`src/rtl/core/lbp_pkg.sv`:
```
package lbp_pkg;

   localparam int MAX_WIDTH   = 4096;
   localparam int COL_W       = $clog2(MAX_WIDTH);
   localparam int PIX_W       = 8;
   localparam int IMG_W_W     = 13;
   localparam int IMG_H_W     = 16;
   localparam int WCMP_W      = IMG_W_W + 1;
   localparam int PEND_W      = $clog2(MAX_WIDTH + 2);
   localparam int CSR_DATA_W  = 16;
   localparam int QUEUE_DEPTH = 4;
   localparam int QPTR_W      = $clog2(QUEUE_DEPTH);
   localparam int QCNT_W      = $clog2(QUEUE_DEPTH + 1);

   localparam logic [IMG_W_W-1:0] WIDTH_RESET  = IMG_W_W'(4032);
   localparam logic [IMG_H_W-1:0] HEIGHT_RESET = IMG_H_W'(3024);

   typedef enum logic {
      OP_PIXEL = 1'b0,
      OP_DRAIN = 1'b1
   } opcode_type;

   typedef enum logic {
      REG_IMAGE_WIDTH  = 1'b0,
      REG_IMAGE_HEIGHT = 1'b1
   } reg_index_type;

   typedef logic [PIX_W-1:0] pixel_type;

   // one classified item handed from the front to the back
   typedef struct packed {
      pixel_type        pixel;
      logic [COL_W-1:0] col;
      logic             emit;
      logic             left_edge;
      logic             right_edge;
      logic             top_edge;
      logic             bottom_edge;
      logic             last;
   } work_type;

endpackage

```
`src/rtl/core/lbp_queue.sv`:
```
module lbp_queue (
   input  logic              clock,
   input  logic              reset,
   input  logic              push,
   input  lbp_pkg::work_type push_data,
   output logic              full,
   input  logic              pop,
   output logic              head_valid,
   output lbp_pkg::work_type head_data
);
   import lbp_pkg::*;

   work_type            slot_ff [QUEUE_DEPTH];
   logic [QPTR_W-1:0]   wr_ptr_ff, wr_ptr_in;
   logic [QPTR_W-1:0]   rd_ptr_ff, rd_ptr_in;
   logic [QCNT_W-1:0]   count_ff, count_in;
   logic                do_push;
   logic                do_pop;

   assign full       = (count_ff == QCNT_W'(QUEUE_DEPTH));
   assign head_valid = (count_ff != '0);
   assign head_data  = slot_ff[rd_ptr_ff];

   assign do_push = push && !full;
   assign do_pop  = pop && head_valid;

   always_comb begin
      wr_ptr_in = do_push ? wr_ptr_ff + QPTR_W'(1) : wr_ptr_ff;
      rd_ptr_in = do_pop ? rd_ptr_ff + QPTR_W'(1) : rd_ptr_ff;
      count_in  = count_ff;
      if (do_push && !do_pop) begin
         count_in = count_ff + QCNT_W'(1);
      end else if (do_pop && !do_push) begin
         count_in = count_ff - QCNT_W'(1);
      end
   end

   always_ff @(posedge clock) begin
      if (do_push) begin
         slot_ff[wr_ptr_ff] <= push_data;
      end
   end

   always_ff @(posedge clock) begin
      if (reset) begin
         wr_ptr_ff <= '0;
         rd_ptr_ff <= '0;
         count_ff  <= '0;
      end else begin
         wr_ptr_ff <= wr_ptr_in;
         rd_ptr_ff <= rd_ptr_in;
         count_ff  <= count_in;
      end
   end

endmodule

```
`config.mk`:
```
export PLATFORM = sky130hd
export DESIGN_NAME = lbp_queue
export DESIGN_NICKNAME = d
export VERILOG_FILES = /design/src/rtl/core/lbp_pkg.sv /design/src/rtl/core/lbp_queue.sv
export SDC_FILE = /design/constraint.sdc
export NUM_CORES = 1
export LEC_CHECK = 0
export ABC_AREA = 1
export BUFFER_PORTS_ARGS = -buffer_cell sky130_fd_sc_hd__buf_4
export CORE_AREA = 10 10 100 102
export DETAILED_ROUTE_END_ITERATION = 12
export DIE_AREA = 0 0 110 112
export GPL_ROUTABILITY_DRIVEN = 0
export PLACE_DENSITY_LB_ADDON = 0.12
export SLEW_MARGIN = 20
export SYNTH_ARGS = -nofsm -noshare
export SYNTH_HDL_FRONTEND = slang
export SYNTH_SLANG_ARGS = --single-unit
```
`constraint.sdc`:
```
create_clock -name clock -period 2.7 [get_ports clock]
set_input_delay 0.135 -clock clock [delete_from_list [all_inputs] [get_ports clock]]
set_output_delay 0.135 -clock clock [all_outputs]
set_load 0.02 [all_outputs]
```
# Yosys cells after proc, flatten, opt, wreduce, memory -nomap -nowiden
# Memory sizes are Yosys's and may differ from the RTL's. A register that Yosys moved wholly into a read port is not among the register bits.
# Cells that the tools add are included.
# totals
ff_bits	7
latchBits	0
mem_bits_rw	104
romBits	0
out_inout_bits	28
word_cells	24
mem_count	1
# mem_list
memory	words	word_bits	read_ports	rd_ports_with_merged_regs	wr	line_no	rtl
slot_ff	4	26	1	1	1	lbp_queue.sv:13	work_type slot_ff [QUEUE_DEPTH];
# classes
addsub	4
n_mul	0
div	0
order_cmp	0
eq_ne	1
n_shift	0
n_mux	6
n_bitwise	0
reduce_logical	9
# op_table
operator	count
2-to-1 mux 3 bit	2
adder 2 x 1 -> 2 bit (second input constant)	2
logical AND 1 bit	4
2-to-1 mux 2 bit	2
adder 3 x 1 -> 3 bit (second input constant)	1
equality test 3 bit (second input constant)	1
zero test 1 bit	3
nonzero test 3 bit	1
subtractor 3 x 1 -> 3 bit (second input constant)	1
2-to-1 mux 1 bit	2
nonzero test 2 bit	1

# Depth between registers and ports, before layout
# Gate-level depths: netlist (run 1).
# logic_depth
word_depth	7
mapped_depth	13
mapped_depth_nobuf	13

# Worst setup path after synthesis (run 1)
# OpenSTA, ideal clock, no wires.
# synth_timing
path_type	register -> register
startpoint	register count_ff[0]
endpoint	memory slot_ff[0][0] (netlist name), enable pin
setup_ns	0.409
t_arrival_ns	1.742
t_required_ns	2.291
setup_slack_ns	0.549
path_stages_with_launch	5
synth_period_minus_slack_ns	2.151
path_cell_list	dfxtp_1 -> nor2_4 -> nand2_2 -> nand2_2 -> nor2_1
# synth_via
elab_chain_len	5
# synth_lines
item	line_no	rtl
start, declared	lbp_queue.sv:16	logic [QCNT_W-1:0] count_ff, count_in;
start signal, assigned	lbp_queue.sv:52	count_ff <= count_in;
equality test 3 bit	lbp_queue.sv:20	assign full = (count_ff == QCNT_W'(QUEUE_DEPTH));
zero test 1 bit	lbp_queue.sv:24	assign do_push = push && !full;
logical AND 1 bit	lbp_queue.sv:24	
2-to-1 mux 1 bit	lbp_queue.sv:39	if (do_push) begin
2-to-1 mux 1 bit (implied by the code)	lbp_queue.sv:40	slot_ff[wr_ptr_ff] <= push_data;
end, declared	lbp_queue.sv:13	
# No other way between the ends.

==> results.toml, run 1 <==
[clock_tree]
htree_num_levels = 4
clockBufferDepth = 2
cts_buffers = 17
cts_sinks = 113
post_cts_buffers = 0
clkTransAtPathRegs_ps = 50
root_buffer = "clkbuf_8"
cts_tree = "yes"
clkLatencyLatePin_ps = 500

[logic_synthesis]
synth_simple_gate_area_frac = 0.0798
syn_area_um2 = 4340
yosysWarnings = 0
synthMuxAreaShare = 0
ys_seq_area_frac = 0.760
synth-xor-area-share = 0.00202
synth_top_family_by_area = "compound AO/OA/AOI/OAI gates"
syn_inst = 320
synth_compound_area_frac = 0.102
synth.avg_cell_area_um2 = 13.6
syn_nets = 356
synth_fa_ha_area_frac = 0.0190
synth_seq_cells = 113
ys_types = 21

[placement]
port_buffers = 57
dp_hpwl_um = 5530
place_ws_ps = 788
postPlaceCellArea_um2 = 4890
placed_cells = 474

[worst_setup_path]
endpoint_kind = "primary output"
reg2reg_depth = 9
cp.arrival_ps = 2240
worstSetupStartpointType = "register"
path_class = "register to primary output"
critPathRequiredTime_ps = 2570
crit_fanout = 52

[floorplan]
fp-row-count = 33
die_area_um2 = 12300
die_x_um = 110
initial_core_util = 0.540
core_area_um2 = 8050
die_height_um = 112
io_pins = 58

[cells_and_area]
final_cells = 537
design_area_um2 = 5780
final_nets = 454
multiInputGateArea_um2 = 911
syn2layout_area_growth_pct = 33.0
seqCellArea_um2 = 3300
num-fill-cells = 560
layout-drive-gt1-share = 0.246

[sta]
finalHoldViolations = 0
fin_skew_ps = 8.18
min_period_ps = 2380
tightest_slew_ps = 626
fin_crit_sh = 0.881
rsz0062_at_grt = "false"
fin_ws_ps = 321
slew_headroom = 0.583
fmax_mhz = 420
setup_violations = 0
finalSetupTns_ps = 0
slew_viol_final = 0

[route]
highest_layer = "met4"
num_vias = 2839
post_drt_wl_per_cell_um = 18.3
drtPass1Iterations = 4
drtAntennaViolNets = 0
m1WireLength_um = 4030
wl_um = 9850
met2WireLength_um = 5210
met3WireLength_um = 519
drc = 0
drt_iter0_drc = 171
via_per_inst = 5.29

[power]
p_seq_frac = 0.382
p_sw_mw = 1.84
swShare = 0.310
p_leak_nw = 2.14
power.internal_mw = 4.09
p_clk_frac = 0.364
p_comb_frac = 0.254
power.total_mw = 5.93
p_per_area_nw_per_um2 = 1030
max-vdd-ir-drop_mv = 0.537

[global_route]
grt_pass1_vias = 2991
track_usage = 0.167
grt-ovfl-total = 0
antenna_found_initial = 1
grt_max_degree = 53
grt_pass1_wl_um = 15700

[min_path]
worst_hold_path.num_cells = 3
hold_class = "input port to register"

[outcome]
outcome = "finished clean"

[flow_run]
maxCapViolCount = 0
[cells by family after synthesis]
logic type / count (synthesis)
XOR/XNOR: 1
AND/OR/NAND/NOR: 86
AO/OA/AOI/OAI: 82
adder cells (fa/ha/maj): 6
flip-flops: 113
buffers and inverters: 32
[worst paths after layout]
kind / slack, ps / to / from
max: 320 / head_data[13] / register
min: 380 / rd_ptr_ff[0] / reset
max reg2reg: 770 / count_ff[1] / count_ff[1]
min reg2reg: 500 / rd_ptr_ff[0] / rd_ptr_ff[0]
[metal layers]
metal / track usage / vias to the layer above
li1: - / 1368
met1: 0.194 / 1400
met2: 0.283 / 64
met3: 0.0450 / 7
met4: 0.0651 / 0
met5: 0 / -
[placed cells by master, fill, tap and decap left out, types with 4 or more instances in the layout]
master	n
edfxtp_1	104
buf_4	64
nor2_1	61
o21ai_0	31
dlygate4sd3_1	30
o22ai_1	26
o21ai_1	22
clkbuf_16	16
inv_1	14
nand2_1	12
dfxtp_1	8
nor2_4	5
ha_1	5
nand3_1	4
clkinvlp_4	4
[worst max-delay path, stage by stage (launching register included)]
cell and delay (ps):
dfxtp_2 730, inv_4 370, o21ai_0 300, o22ai_1 140
buf_4 180
[cell type report]
cell class,count,area share
sequential,113,0.572
multi-input combinational,175,0.158
timing repair buffer,94,0.135
clock buffer,17,0.0717
clock inverter,15,0.0292
tap,105,0.0227
inverter,17,0.0115
antenna,1,0.000433
[power by group through the flow]
stage,Sequential (mW),Combinational (mW),Clock [mW]
final,2.26,1.51,2.16
after detailed placement,2.30,1.47,0
after floorplan,2.23,0.944,0
after global placement,2.29,1.44,0
after global routing,2.29,1.67,2.26
after CTS,2.26,1.53,2.17
[through the flow]
| step | hold WS (ps) | util |
|---|---|---|
| floorplan | 204 | - |
| global route | 370 | 0.718 |
| CTS | 352 | 0.717 |
| global placement | 331 | 0.608 |
| finish | 375 | 0.718 |
| detailed placement | 332 | 0.608 |
[registers in the layout, summed over array words and instances, names as in the netlist, named ones only]
name,count
count_ff,3
slot_ff,104
rd_ptr_ff,2
wr_ptr_ff,2
[repair_timing]
item                                    CTS  global route
resized for setup                         0             0
hold endpoints to repair                113             0
endpoints found under the setup margin    0             0
hold buffers                             30             0
[cells in the mapped netlist, drive strengths merged]
| master | count | area [um2] |
|---|---|---|
| fa | 1 | 20.0 |
| nand3 | 4 | 20.0 |
| o22ai | 26 | 163 |
| edfxtp | 104 | 3120 |
| inv | 17 | 66.3 |
| ha | 5 | 62.6 |
| nor2 | 66 | 255 |
| dfxtp | 9 | 180 |
| xor2 | 1 | 8.76 |
| nand2 | 15 | 63.8 |
| a21oi | 3 | 15.0 |
| buf | 15 | 93.8 |
| nand3b | 1 | 7.51 |
| o21ai | 53 | 265 |
(Power assumes the default switching activity.)
==> run 2: changes to the inputs <==
--- a/constraint.sdc
+++ b/constraint.sdc
@@ -3,2 +3,2 @@
 set_output_delay 0.135 -clock clock [all_outputs]
-set_load 0.02 [all_outputs]
+set_load 0.005 [all_outputs]
==> results.toml, run 2 (synthesized netlist as in run 1, its figures left out) <==
[sta]
fmax_mhz = 455
slew_headroom = 0.543
fin_skew_ps = 6.43
min_period_ps = 2200
rsz0062_at_grt = "false"
slew_viol_final = 0
fin_crit_sh = 0.814
tightest_slew_ps = 683
setup_violations = 0
finalHoldViolations = 0
finalSetupTns_ps = 0
hold_slack_ps = 370

[global_route]
grt_pass1_vias = 2973
grt_max_degree = 53
track_usage = 0.161
grt-ovfl-total = 0
grt_pass1_wl_um = 15200
antenna_found_initial = 0

[power]
swShare = 0.263
p_comb_frac = 0.214
max-vdd-ir-drop_mv = 0.568
power.internal_mw = 4.36
p_seq_frac = 0.379
p_leak_nw = 2.18
p_sw_mw = 1.56
p_clk_frac = 0.407
p_per_area_nw_per_um2 = 1020

[worst_setup_path]
critPathRequiredTime_ps = 2570
worstSetupStartpointType = "register"
path_class = "register to primary output"
endpoint_kind = "primary output"
crit_fanout = 34
cp.arrival_ps = 2060

[clock_tree]
root_buffer = "clkbuf_8"
clkTransAtPathRegs_ps = 50
cts_buffers = 17
cts_sinks = 113
ctsResizeCount = 0
clockBufferDepth = 2
cts_tree = "yes"
htree_num_levels = 4
clkLatencyLatePin_ps = 500

[placement]
postPlaceCellArea_um2 = 4890
port_buffers = 57
dp_hpwl_um = 5380

[cells_and_area]
largest_reg_flops = 104
mostFrequentLayoutCells = "104 x edfxtp_1, 64 x buf_4, 61 x nor2_1, 31 x o21ai_0, 30 x dlygate4sd3_1"
diodes = 0
final_nets = 454
reg_top3 = "slot_ff: 104 flops, count_ff: 3 flops"
final_util = 0.724
design_area_um2 = 5830
num-fill-cells = 524
layout-drive-gt1-share = 0.244
syn2layout_area_growth_pct = 34.2
mostFrequentLayoutCell = "edfxtp_1"
regMostFlops = "slot_ff"

[flow_run]
maxCapViolCount = 0

[outcome]
outcome = "finished clean"

[route]
num_vias = 2876
drt_iter0_drc = 148
via_per_inst = 5.37
post_drt_wl_per_cell_um = 17.7
wl_um = 9500
drc = 0
drtAntennaViolNets = 0
drtPass1Iterations = 4

[min_path]
hold_class = "input port to register"

[floorplan]
io_pins = 58
fp-row-count = 33
die_height_um = 112
core_area_um2 = 8050
initial_core_util = 0.540
die_area_um2 = 12300
die_x_um = 110
-- run 2: power groups by stage --
stage	sequential [mW]	combinational, mW	clock (mW)
finish	2.25	1.27	2.41
global route	2.27	1.40	2.51
CTS	2.25	1.29	2.43
detailed placement	2.28	1.23	0
global placement	2.27	1.21	0
floorplan	2.23	0.705	0
-- run 2: final timing paths --
kind | from | end | slack, ps | depth (start not counted)
hold reg to reg | rd_ptr_ff[1] | rd_ptr_ff[1] | 510 | 2
hold / removal | push_data[23] | slot_ff[0][23] | 370 | 2
setup / recovery | register | head_data[22] | 500 | 4
setup reg to reg | count_ff[1] | count_ff[1] | 770 | 9
-- run 2: critical path, cell delays in order, from the launching register on --
cell     delay (ps)
dfxtp_2         570
buf_4           410
o21ai_0         160
o22ai_1         240
buf_4           160
-- run 2: stage by stage --
| step | total power [mW] | setup slack, ps | cells |
|---|---|---|---|
| 2_1_floorplan | 2.94 | 549 | 320 |
| 3_3_place_gp | 3.48 | 866 | 474 |
| 3_5_place_dp | 3.51 | 794 | 474 |
| 4_1_cts | 5.97 | 453 | 536 |
| 5_1_grt | 6.18 | 370 | 536 |
| 6_report | 5.92 | 503 | 536 |
-- run 2: area by class of cell --
type	instances	area [um2]	area share
Tap cell	105	131	0.0225
Sequential cell	113	3300	0.567
Inverter	17	66.3	0.0114
Multi-Input combinational cell	175	911	0.156
Timing Repair Buffer	94	781	0.134
Clock buffer	20	425	0.0729
Clock inverter	12	213	0.0365
-- run 2: per-layer routing --
metal | vias up | routed length [um] | track usage
li1 | 1361 | - | -
met5 | - | 0 | 0
met1 | 1408 | 3910 | 0.187
met2 | 96 | 4900 | 0.265
met4 | 0 | 125 | 0.0686
met3 | 11 | 567 | 0.0490
-- run 2: timing repair --
item | CTS | global route
hold endpoints to repair | 113 | 0
setup buffers | 0 | 0
hold buffers | 30 | 0
