File: config.mk
export PLATFORM = sky130hd
export DESIGN_NAME = lbp_front_flat
export DESIGN_NICKNAME = d
export VERILOG_FILES = /design/src/rtl/core/lbp_pkg.sv /design/src/rtl/core/lbp_req_if.sv /design/src/rtl/core/lbp_csr_if.sv /design/src/rtl/core/lbp_front.sv /design/src/flat_wrapper.sv
export SDC_FILE = /design/constraint.sdc
export NUM_CORES = 1
export LEC_CHECK = 0
export BUFFER_PORTS_ARGS = -buffer_cell sky130_fd_sc_hd__buf_2
export CAP_MARGIN = 30
export CORE_MARGIN = 2
export CORE_UTILIZATION = 55
export DETAILED_ROUTE_END_ITERATION = 12
export MAX_ROUTING_LAYER = met4
export PLACE_DENSITY = 0.85
export SYNTH_ARGS = -nofsm -noshare
export SYNTH_HDL_FRONTEND = slang
export SYNTH_SLANG_ARGS = --single-unit
export TNS_END_PERCENT = 10
File: constraint.sdc
create_clock -name clock -period 7.5 [get_ports clock]
set_input_delay 2.25 -clock clock [delete_from_list [all_inputs] [get_ports clock]]
set_output_delay 2.25 -clock clock [all_outputs]
set_load 0.02 [all_outputs]
File: src/rtl/core/lbp_pkg.sv
package lbp_pkg;

   localparam int MAX_WIDTH   = 4096;
   localparam int COL_W       = $clog2(MAX_WIDTH);
   localparam int PIX_W       = 8;
   localparam int IMG_W_W     = 13;
   localparam int IMG_H_W     = 16;
   localparam int WCMP_W      = IMG_W_W + 1;
   localparam int PEND_W      = $clog2(MAX_WIDTH + 2);
   localparam int CSR_DATA_W  = 16;
   localparam int QUEUE_DEPTH = 4;
   localparam int QPTR_W      = $clog2(QUEUE_DEPTH);
   localparam int QCNT_W      = $clog2(QUEUE_DEPTH + 1);

   localparam logic [IMG_W_W-1:0] WIDTH_RESET  = IMG_W_W'(4032);
   localparam logic [IMG_H_W-1:0] HEIGHT_RESET = IMG_H_W'(3024);

   typedef enum logic {
      OP_PIXEL = 1'b0,
      OP_DRAIN = 1'b1
   } opcode_type;

   typedef enum logic {
      REG_IMAGE_WIDTH  = 1'b0,
      REG_IMAGE_HEIGHT = 1'b1
   } reg_index_type;

   typedef logic [PIX_W-1:0] pixel_type;

   // one classified item handed from the front to the back
   typedef struct packed {
      pixel_type        pixel;
      logic [COL_W-1:0] col;
      logic             emit;
      logic             left_edge;
      logic             right_edge;
      logic             top_edge;
      logic             bottom_edge;
      logic             last;
   } work_type;

endpackage

File: src/rtl/core/lbp_req_if.sv
interface lbp_req_if;
   logic                valid;
   logic                ready;
   lbp_pkg::opcode_type opcode;
   lbp_pkg::pixel_type  pixel_value;

   modport source (output valid, output opcode, output pixel_value, input ready);
   modport sink   (input valid, input opcode, input pixel_value, output ready);
endinterface

File: src/rtl/core/lbp_csr_if.sv
interface lbp_csr_if;
   logic                                valid;
   logic                                ready;
   lbp_pkg::reg_index_type              index;
   logic [lbp_pkg::CSR_DATA_W-1:0]      data;

   modport source (output valid, output index, output data, input ready);
   modport sink   (input valid, input index, input data, output ready);
endinterface

File: src/rtl/core/lbp_front.sv
module lbp_front (
   input  logic              clock,
   input  logic              reset,
   lbp_req_if.sink           req_ch,
   lbp_csr_if.sink           csr_ch,
   input  logic              q_full,
   output logic              q_push,
   output lbp_pkg::work_type q_data
);
   import lbp_pkg::*;

   logic [IMG_W_W-1:0] width_ff, width_in;
   logic [IMG_H_W-1:0] height_ff, height_in;
   logic [COL_W-1:0]   col_ff, col_in;
   logic [IMG_H_W-1:0] row_ff, row_in;
   logic [PEND_W-1:0]  pend_ff, pend_in;

   logic [IMG_W_W-1:0] w_eff;
   logic [IMG_H_W-1:0] h_eff;
   logic [WCMP_W-1:0]  w_ext;
   logic [COL_W-1:0]   col;
   logic [COL_W-1:0]   ccol;
   logic               col_wrap;
   logic               take;
   logic               drain;
   logic               emit;
   logic               right_edge;
   logic               bottom_edge;
   logic               last;

   assign csr_ch.ready = 1'b1;
   assign req_ch.ready = !q_full;

   always_comb begin
      width_in  = width_ff;
      height_in = height_ff;
      if (csr_ch.valid) begin
         unique case (csr_ch.index)
            REG_IMAGE_WIDTH:  width_in  = csr_ch.data[IMG_W_W-1:0];
            REG_IMAGE_HEIGHT: height_in = csr_ch.data[IMG_H_W-1:0];
            default:          width_in  = width_ff;
         endcase
      end
   end

   // clamp out-of-range register values
   always_comb begin
      if (width_ff == '0) begin
         w_eff = IMG_W_W'(1);
      end else if (width_ff > IMG_W_W'(MAX_WIDTH)) begin
         w_eff = IMG_W_W'(MAX_WIDTH);
      end else begin
         w_eff = width_ff;
      end
      h_eff = (height_ff == '0) ? IMG_H_W'(1) : height_ff;
   end

   assign w_ext       = WCMP_W'(w_eff);
   assign col         = (WCMP_W'(col_ff) >= w_ext) ? '0 : col_ff;
   assign col_wrap    = (WCMP_W'(col) + WCMP_W'(1)) >= w_ext;
   assign ccol        = (col == '0) ? COL_W'(w_eff - IMG_W_W'(1)) : col - COL_W'(1);
   assign right_edge  = WCMP_W'(ccol) >= (w_ext - WCMP_W'(1));
   assign bottom_edge = row_ff >= (h_eff - IMG_H_W'(1));
   assign emit        = WCMP_W'(pend_ff) >= (w_ext + WCMP_W'(1));
   assign last        = right_edge && bottom_edge;

   assign take   = req_ch.valid && req_ch.ready;
   assign drain  = (req_ch.opcode == OP_DRAIN);
   // drop a drain item when nothing is pending
   assign q_push = take && !(drain && pend_ff == '0);

   always_comb begin
      q_data.pixel       = drain ? '0 : req_ch.pixel_value;
      q_data.col         = col;
      q_data.emit        = emit;
      q_data.left_edge   = (ccol == '0);
      q_data.right_edge  = right_edge;
      q_data.top_edge    = (row_ff == '0);
      q_data.bottom_edge = bottom_edge;
      q_data.last        = last;
   end

   always_comb begin
      col_in  = col_ff;
      row_in  = row_ff;
      pend_in = pend_ff;
      if (q_push) begin
         col_in = col_wrap ? '0 : col + COL_W'(1);
         if (!emit) begin
            pend_in = pend_ff + PEND_W'(1);
         end else if (last) begin
            row_in  = '0;
            col_in  = '0;
            pend_in = '0;
         end else if (right_edge) begin
            row_in = row_ff + IMG_H_W'(1);
         end
      end
   end

   always_ff @(posedge clock) begin
      if (reset) begin
         width_ff  <= WIDTH_RESET;
         height_ff <= HEIGHT_RESET;
         col_ff    <= '0;
         row_ff    <= '0;
         pend_ff   <= '0;
      end else begin
         width_ff  <= width_in;
         height_ff <= height_in;
         col_ff    <= col_in;
         row_ff    <= row_in;
         pend_ff   <= pend_in;
      end
   end

endmodule

File: src/flat_wrapper.sv
// flat-port wrapper written by rule: the top's interface ports become plain ports
module lbp_front_flat import lbp_pkg::*;
  (clock, reset, q_full, q_push, q_data, req_ch_valid, req_ch_opcode, req_ch_pixel_value, req_ch_ready, csr_ch_valid, csr_ch_index, csr_ch_data, csr_ch_ready);
  lbp_req_if req_ch_i ();
  lbp_csr_if csr_ch_i ();
  input  logic clock;
  input  logic reset;
  input  logic q_full;
  output logic q_push;
  output lbp_pkg::work_type q_data;
  input wire logic [$bits(req_ch_i.valid)-1:0] req_ch_valid;
  input wire logic [$bits(req_ch_i.opcode)-1:0] req_ch_opcode;
  input wire logic [$bits(req_ch_i.pixel_value)-1:0] req_ch_pixel_value;
  output wire logic [$bits(req_ch_i.ready)-1:0] req_ch_ready;
  input wire logic [$bits(csr_ch_i.valid)-1:0] csr_ch_valid;
  input wire logic [$bits(csr_ch_i.index)-1:0] csr_ch_index;
  input wire logic [$bits(csr_ch_i.data)-1:0] csr_ch_data;
  output wire logic [$bits(csr_ch_i.ready)-1:0] csr_ch_ready;
  assign req_ch_i.valid = req_ch_valid;
  assign req_ch_i.opcode = req_ch_opcode;
  assign req_ch_i.pixel_value = req_ch_pixel_value;
  assign req_ch_ready = req_ch_i.ready;
  assign csr_ch_i.valid = csr_ch_valid;
  assign csr_ch_i.index = csr_ch_index;
  assign csr_ch_i.data = csr_ch_data;
  assign csr_ch_ready = csr_ch_i.ready;
  lbp_front u_core (.clock(clock), .reset(reset), .req_ch(req_ch_i), .csr_ch(csr_ch_i), .q_full(q_full), .q_push(q_push), .q_data(q_data));
endmodule
After elaboration in Yosys (flattened, before gate mapping)
Cells that the tools add are included.
{ "totals": {"reg_bits": 70, "inputBits": 31, "out_inout_bits": 29, "elab_cells": 52} }
{ "classes": {"add_sub_neg": 9, "n_lt_le_gt_ge": 6, "eq_ne": 1, "mux": 13, "bitwise_logic": 1, "n_reduce_logical": 17} }
{ "op_table": {"columns": ["op", "count"], "rows": [
  ["12-bit 2-to-1 mux", 5],
  ["13-bit 2-to-1 mux", 4],
  ["16-bit 2-to-1 mux", 3],
  ["16-bit zero test", 2],
  ["13-bit zero test", 2],
  ["12-bit zero test", 2],
  ["12-bit by 1-bit subtractor with 12-bit output (second input constant)", 2],
  ["16-bit by 1-bit adder with 16-bit output (second input constant)", 1],
  ["16-bit greater-or-equal comparator", 1],
  ["16-bit by 1-bit subtractor with 16-bit output (second input constant)", 1],
  ["13-bit by 1-bit adder with 14-bit output (second input constant)", 1],
  ["12-bit by 14-bit greater-or-equal comparator with 1-bit output", 1],
  ["13-bit by 14-bit greater-or-equal comparator with 1-bit output", 1],
  ["13-bit by 1-bit subtractor with 14-bit output (second input constant)", 1],
  ["12-bit by 1-bit adder with 13-bit output (second input constant)", 1],
  ["13-bit by 1-bit adder with 13-bit output (second input constant)", 1],
  ["12-bit by 13-bit greater-or-equal comparator with 1-bit output", 1],
  ["13-bit greater-or-equal comparator", 1],
  ["13-bit > comparator (second input constant)", 1],
  ["12-bit by 1-bit adder with 12-bit output (second input constant)", 1],
  ["8-bit 2-to-1 mux", 1],
  ["2-bit AND reduction", 3],
  ["1-bit logical AND", 4],
  ["3-bit AND reduction", 1],
  ["other kinds (4)", 5]
]} }

Depth between registers and ports, before layout
{ "logic_depth": {"depth_word": 11, "depth_mapped": 31} }

Worst setup path before layout
Ideal clock, no wire load.
{ "synth_path": {"kind": "reg2out", "from": "register u_core.width_ff[5]", "to": "output q_data[0] in the netlist's numbering", "arrival_time_ps": 5397, "t_required_ps": 5250, "slack_ps": -147, "path_stages_with_launch": 28, "path_buffers": 3, "cell_sequence": "dfxtp_1 buf_2 or3_4 nor4_4 a21oi_2 nor2_4 ha_1 nor3b_1 nor2_1 o221a_2 nor2_1 nand2_1 ha_1 o31ai_2 buf_2 nor2_1 a21oi_1 ha_1 o221a_2 o221ai_1 xnor2_1 ha_1 a21o_1 a21oi_1 o2111a_1 a211oi_2 and2_1 buf_4"} }
{ "synth_via": {"elab_chain_cells": 9, "word_cells_on_any_way": 13} }
{ "synth_lines": {"columns": ["item", "line", "source"], "rows": [
  ["from (decl)", "lbp_front.sv:12", "logic [IMG_W_W-1:0] width_ff, width_in;"],
  ["from (signal assigned)", "lbp_front.sv:109", "width_ff <= width_in;"],
  ["13-bit > comparator", "lbp_front.sv:50", "end else if (width_ff > IMG_W_W'(MAX_WIDTH)) begin"],
  ["13-bit 2-to-1 mux", "lbp_front.sv:50", null],
  ["13-bit 2-to-1 mux *", "lbp_front.sv:48", "if (width_ff == '0) begin"],
  ["12-bit by 13-bit greater-or-equal comparator with 1-bit output", "lbp_front.sv:59", "assign col = (WCMP_W'(col_ff) >= w_ext) ? '0 : col_ff;"],
  ["12-bit 2-to-1 mux", "lbp_front.sv:59", null],
  ["12-bit by 1-bit subtractor with 12-bit output / 12-bit zero test (equally long branches)", "lbp_front.sv:61", "assign ccol = (col == '0) ? COL_W'(w_eff - IMG_W_W'(1)) : col - COL_W'(1);"],
  ["12-bit 2-to-1 mux", "lbp_front.sv:61", null],
  ["12-bit by 14-bit greater-or-equal comparator with 1-bit output *", "lbp_front.sv:62", "assign right_edge = WCMP_W'(ccol) >= (w_ext - WCMP_W'(1));"],
  ["net u_core.right_edge", "lbp_front.sv:27", "logic right_edge;"],
  ["1-bit logical AND *", "lbp_front.sv:65", "assign last = right_edge && bottom_edge;"],
  ["to (decl)", "flat_wrapper.sv:10", "output lbp_pkg::work_type q_data;"]
]} }
Mark *: on every way through the listed nets, which the timed path passes. The rest lies on a longest branch.

==> flow_results.xml <==
<?xml version="1.0" encoding="UTF-8"?>
<metrics>
  <group name="status">
    <metric name="status" unit="">finished, violations left</metric>
    <metric name="violations" unit="">negative setup slack</metric>
  </group>
  <group name="placed_design">
    <metric name="dpl.cell_count" unit="">977</metric>
    <metric name="dp_hpwl" unit="mm">12.45</metric>
    <metric name="portbufs" unit="">58</metric>
    <metric name="weighted_congestion_at_the_end_of_routability_driven_global_placement" unit="">0.9410</metric>
  </group>
  <group name="sta">
    <metric name="count_of_endpoints_failing_setup_in_the_final_report" unit="">1</metric>
    <metric name="slew_headroom" unit="">0.4104</metric>
    <metric name="setup_ws" unit="ns">-0.007952</metric>
    <metric name="unrepaired_setup_endpoints_after_global_routing" unit="">yes</metric>
    <metric name="fin_setup_tns" unit="ns">-0.007952</metric>
    <metric name="final-hold-violation-count" unit="">0</metric>
    <metric name="worst_slew_pin_slew" unit="ns">0.8826</metric>
    <metric name="final_period_minus_worst_setup_slack" unit="ns">7.508</metric>
    <metric name="timing.clock.skew" unit="ns">0.01886</metric>
    <metric name="fin_crit_sh" unit="">1.001</metric>
    <metric name="timing.fmax" unit="MHz">133.2</metric>
    <metric name="slew_viol_final" unit="">0</metric>
  </group>
  <group name="worst_setup_path">
    <metric name="timing.critical_path.arrival" unit="ns">5.26</metric>
    <metric name="cp_data_required_time" unit="ns">5.25</metric>
    <metric name="cp_max_fo" unit="">4</metric>
    <metric name="timing.critical_path.max_delay_family" unit="">simple AND/OR/NAND/NOR gates</metric>
    <metric name="reg2reg_slack" unit="ns">1.63</metric>
    <metric name="endpoint_kind" unit="">output port</metric>
    <metric name="crit_type" unit="">register to output port</metric>
    <metric name="cell_with_the_largest_stage_delay_on_the_worst_path" unit="">sky130_fd_sc_hd__or3_4</metric>
    <metric name="startpoint_type" unit="">register</metric>
    <metric name="timing.critical_path.slowest_cell_delay" unit="ns">0.41</metric>
    <metric name="worstPathBufferInverterCount" unit="">4</metric>
  </group>
  <group name="yosys">
    <metric name="synth_async_sr_flop_share" unit="">0</metric>
    <metric name="yosysSeqAreaShare" unit="">0.2284</metric>
    <metric name="synthesis.area" unit="sq um">6136</metric>
    <metric name="syn-mean-instance-area" unit="sq um">7.806</metric>
    <metric name="yosys_most_used_dff" unit="">sky130_fd_sc_hd__dfxtp_1</metric>
    <metric name="yosys.cell_types.count" unit="">72</metric>
    <metric name="number_of_flip_flops_and_latches_in_the_synthesized_netlist" unit="">70</metric>
    <metric name="number_of_nets_in_the_synthesized_netlist" unit="">894</metric>
    <metric name="yosysWarningCount" unit="">0</metric>
    <metric name="post_synth_inst_count" unit="">786</metric>
    <metric name="synth_edf_count" unit="">0</metric>
  </group>
  <group name="cells_and_area">
    <metric name="most-common-layout-cells" unit="">sky130_fd_sc_hd__nand2_1, sky130_fd_sc_hd__ha_1, sky130_fd_sc_hd__dfxtp_1, sky130_fd_sc_hd__nor2_1, sky130_fd_sc_hd__buf_2</metric>
    <metric name="nFillCells" unit="">912</metric>
    <metric name="flow.area_growth_from_synthesis" unit="%">16.72</metric>
    <metric name="finalNonFillerCells" unit="">1013</metric>
    <metric name="insertedDiodeCount" unit="">0</metric>
    <metric name="drive_above_1_share" unit="">0.1982</metric>
    <metric name="num-nets-final" unit="">976</metric>
    <metric name="layout_commonest_cell" unit="">sky130_fd_sc_hd__nand2_1</metric>
  </group>
  <group name="routing">
    <metric name="routed_wirelength" unit="mm">17.13</metric>
    <metric name="routedWlPerCell" unit="um">16.91</metric>
    <metric name="route.antenna.remaining_nets" unit="">0</metric>
    <metric name="first_iter_violations" unit="">410</metric>
    <metric name="drt_drc_violations_left" unit="">0</metric>
    <metric name="route.vias.total" unit="">6112</metric>
    <metric name="viasPerCell" unit="">6.034</metric>
    <metric name="initial_drt_pass_iterations" unit="">7</metric>
  </group>
  <group name="clock_tree">
    <metric name="cts_root_buf" unit="">sky130_fd_sc_hd__clkbuf_8</metric>
    <metric name="clock_net_sink_count" unit="">70</metric>
    <metric name="cts-buffers-inserted" unit="">9</metric>
    <metric name="tritoncts_clock_tree" unit="">yes</metric>
    <metric name="clk_latency" unit="ns">0.40</metric>
    <metric name="cts-htree-levels" unit="">3</metric>
    <metric name="holdBufCountCts" unit="">0</metric>
    <metric name="clk_pin_slew_worst_paths" unit="ns">0.09</metric>
    <metric name="clock_tree.buffer_depth" unit="">2</metric>
  </group>
  <group name="global_route">
    <metric name="grt_pass1_vias" unit="">5476</metric>
    <metric name="grt_first_pass_wirelength" unit="mm">26.63</metric>
    <metric name="globalRouteOverflowTotal" unit="">0</metric>
    <metric name="grt_antenna_before_repair" unit="">0</metric>
    <metric name="maximum_number_of_pins_on_one_net_before_global_route_repair" unit="">37</metric>
    <metric name="grt.total_usage" unit="">0.2915</metric>
  </group>
  <group name="floorplanning">
    <metric name="std_cell_rows" unit="">38</metric>
    <metric name="initial_core_util" unit="">0.5660</metric>
    <metric name="design.portCount" unit="">60</metric>
    <metric name="core_area" unit="sq um">10840</metric>
    <metric name="die_w" unit="um">109.6</metric>
    <metric name="die_h" unit="um">109.6</metric>
    <metric name="die_area" unit="sq um">12020</metric>
  </group>
  <group name="power">
    <metric name="total_power" unit="mW">0.9943</metric>
    <metric name="cellLeakagePower" unit="nW">3.256</metric>
    <metric name="vdd.ir_drop.worst" unit="uV">127.8</metric>
    <metric name="power.density_cell_area" unit="nW/um^2">138.8</metric>
  </group>
  <group name="flow_run">
    <metric name="drv.max_cap_violation_count" unit="">0</metric>
  </group>
  <group name="worst_hold_path">
    <metric name="worstHoldPathType" unit="">register to register</metric>
  </group>
</metrics>
[per-layer routing]
metal / track usage / part of all wire / up-vias / wire, um
li1: - / - / 2988 / -
met1: 0.3753 / 0.44 / 2815 / 7481
met2: 0.4559 / 0.46 / 262 / 7934
met3: 0.06520 / 0.075 / 47 / 1286
met4: 0.09042 / 0.025 / 0 / 427
met5: - / 0 / - / 0
[worst min-delay path, delay by kind of cell, from the launching register on]
kind             cells  cell delay, ns
DFF                  1            0.33
and+or+nand+nor      2            0.12
[flip-flops by register name (all words and copies together) (netlist names)]
signal,flops
u_core.height_ff,16
u_core.row_ff,16
u_core.pend_ff,13
u_core.width_ff,13
u_core.col_ff,12
[cell type report]
class / count / area [sq um] / share of cell area
timing repair buffer: 106 / 668.1 / 0.09329
inverter: 31 / 116.4 / 0.01625
clock inverter: 6 / 47.55 / 0.006639
clock buffer: 10 / 127.6 / 0.01782
multi-input combinational: 650 / 4623 / 0.6455
tap: 140 / 175.2 / 0.02446
sequential: 70 / 1404 / 0.1960
[logic make-up (layout without fill, tap and decap cells)]
logic type / after synthesis / after routing / share of synthesized area
AOI/OAI and AO/OA: 168 / 168 / 0.1880
other: 1 / 1 / 0.0006112
buffers and inverters: 66 / 153 / 0.04547
adders and majority gates: 77 / 77 / 0.1570
DFF: 70 / 70 / 0.2284
and+or+nand+nor: 346 / 346 / 0.2973
xor gates and xnor gates: 56 / 56 / 0.07993
muxes: 2 / 2 / 0.003263
[power by group]
group          internal, mW  leakage, nW  total, mW  switching (mW)
registers             0.381        0.569      0.396          0.0146
logic                 0.137         2.60      0.302           0.164
clock network         0.122       0.0868      0.297           0.174
total                 0.641         3.26      0.994           0.353
[synthesized netlist by cell type (all sizes together), types with 2 or more instances]
| cell type | count | area [sq um] |
|---|---|---|
| nor3 | 21 | 115.1 |
| and4b | 2 | 20.02 |
| ha | 77 | 963.4 |
| nand3b | 12 | 90.09 |
| or3 | 9 | 61.31 |
| o221a | 2 | 22.52 |
| nor3b | 2 | 26.28 |
| xnor2 | 43 | 376.6 |
| or2 | 2 | 12.51 |
| and3 | 18 | 122.6 |
| nor2 | 67 | 259.0 |
| nor4 | 16 | 127.6 |
| and4 | 5 | 43.79 |
| o21bai | 5 | 37.54 |
| and2 | 3 | 18.77 |
| nand3 | 28 | 162.7 |
| a31oi | 3 | 18.77 |
| xor2 | 13 | 113.9 |
| nand4 | 5 | 31.28 |
| buf | 11 | 72.57 |
| o31ai | 10 | 80.07 |
| o2111ai | 2 | 17.52 |
| nor4b | 3 | 26.28 |
| or4 | 12 | 90.09 |
| inv | 31 | 116.4 |
| a211oi | 6 | 50.05 |
| nand2 | 113 | 426.7 |
| and2b | 6 | 45.04 |
| nand2b | 8 | 50.05 |
| mux2i | 2 | 20.02 |
| o21ai | 28 | 143.9 |
| o22a | 3 | 26.28 |
| a21o | 17 | 127.6 |
| o221ai | 3 | 26.28 |
| a21oi | 56 | 291.5 |
| o21a | 8 | 60.06 |
| a22o | 12 | 105.1 |
| dfxtp | 70 | 1401 |
| nor2b | 12 | 75.07 |
| clkbuf | 24 | 90.09 |
[through the flow]
step,cell area [sq um],util,worst slack (ns),hold WS (ns)
after floorplan,6146,-,0.04480,0.4496
after global placement,6649,0.6133,0.1043,0.4715
after detailed placement,6654,0.6138,-0.01416,0.4846
after CTS,6948,0.6409,0.01194,0.4960
after global routing,7162,0.6607,-0.1441,0.5201
final,7162,0.6607,-0.007952,0.4964
[worst paths after layout]
| path | end | cells past startpoint | startpoint |
|---|---|---|---|
| worst max-delay path | q_data[0] | 26 | u_core.width_ff[6] |
| worst min-delay path | u_core.height_ff[7] | 2 | u_core.height_ff[7] |
| worst max register to register | u_core.pend_ff[5] | 29 | u_core.width_ff[6] |
| worst min register to register | u_core.height_ff[7] | 2 | u_core.height_ff[7] |
[repair_timing]
| item | 4_1_cts | 5_1_grt |
|---|---|---|
| pin swaps | 8 | 25 |
| endpoints found under the setup margin | 2 | 2 |
| setup buffers | 9 | 11 |
| gates resized for setup | 11 | 27 |
Power figures use the tool's default switching activity.
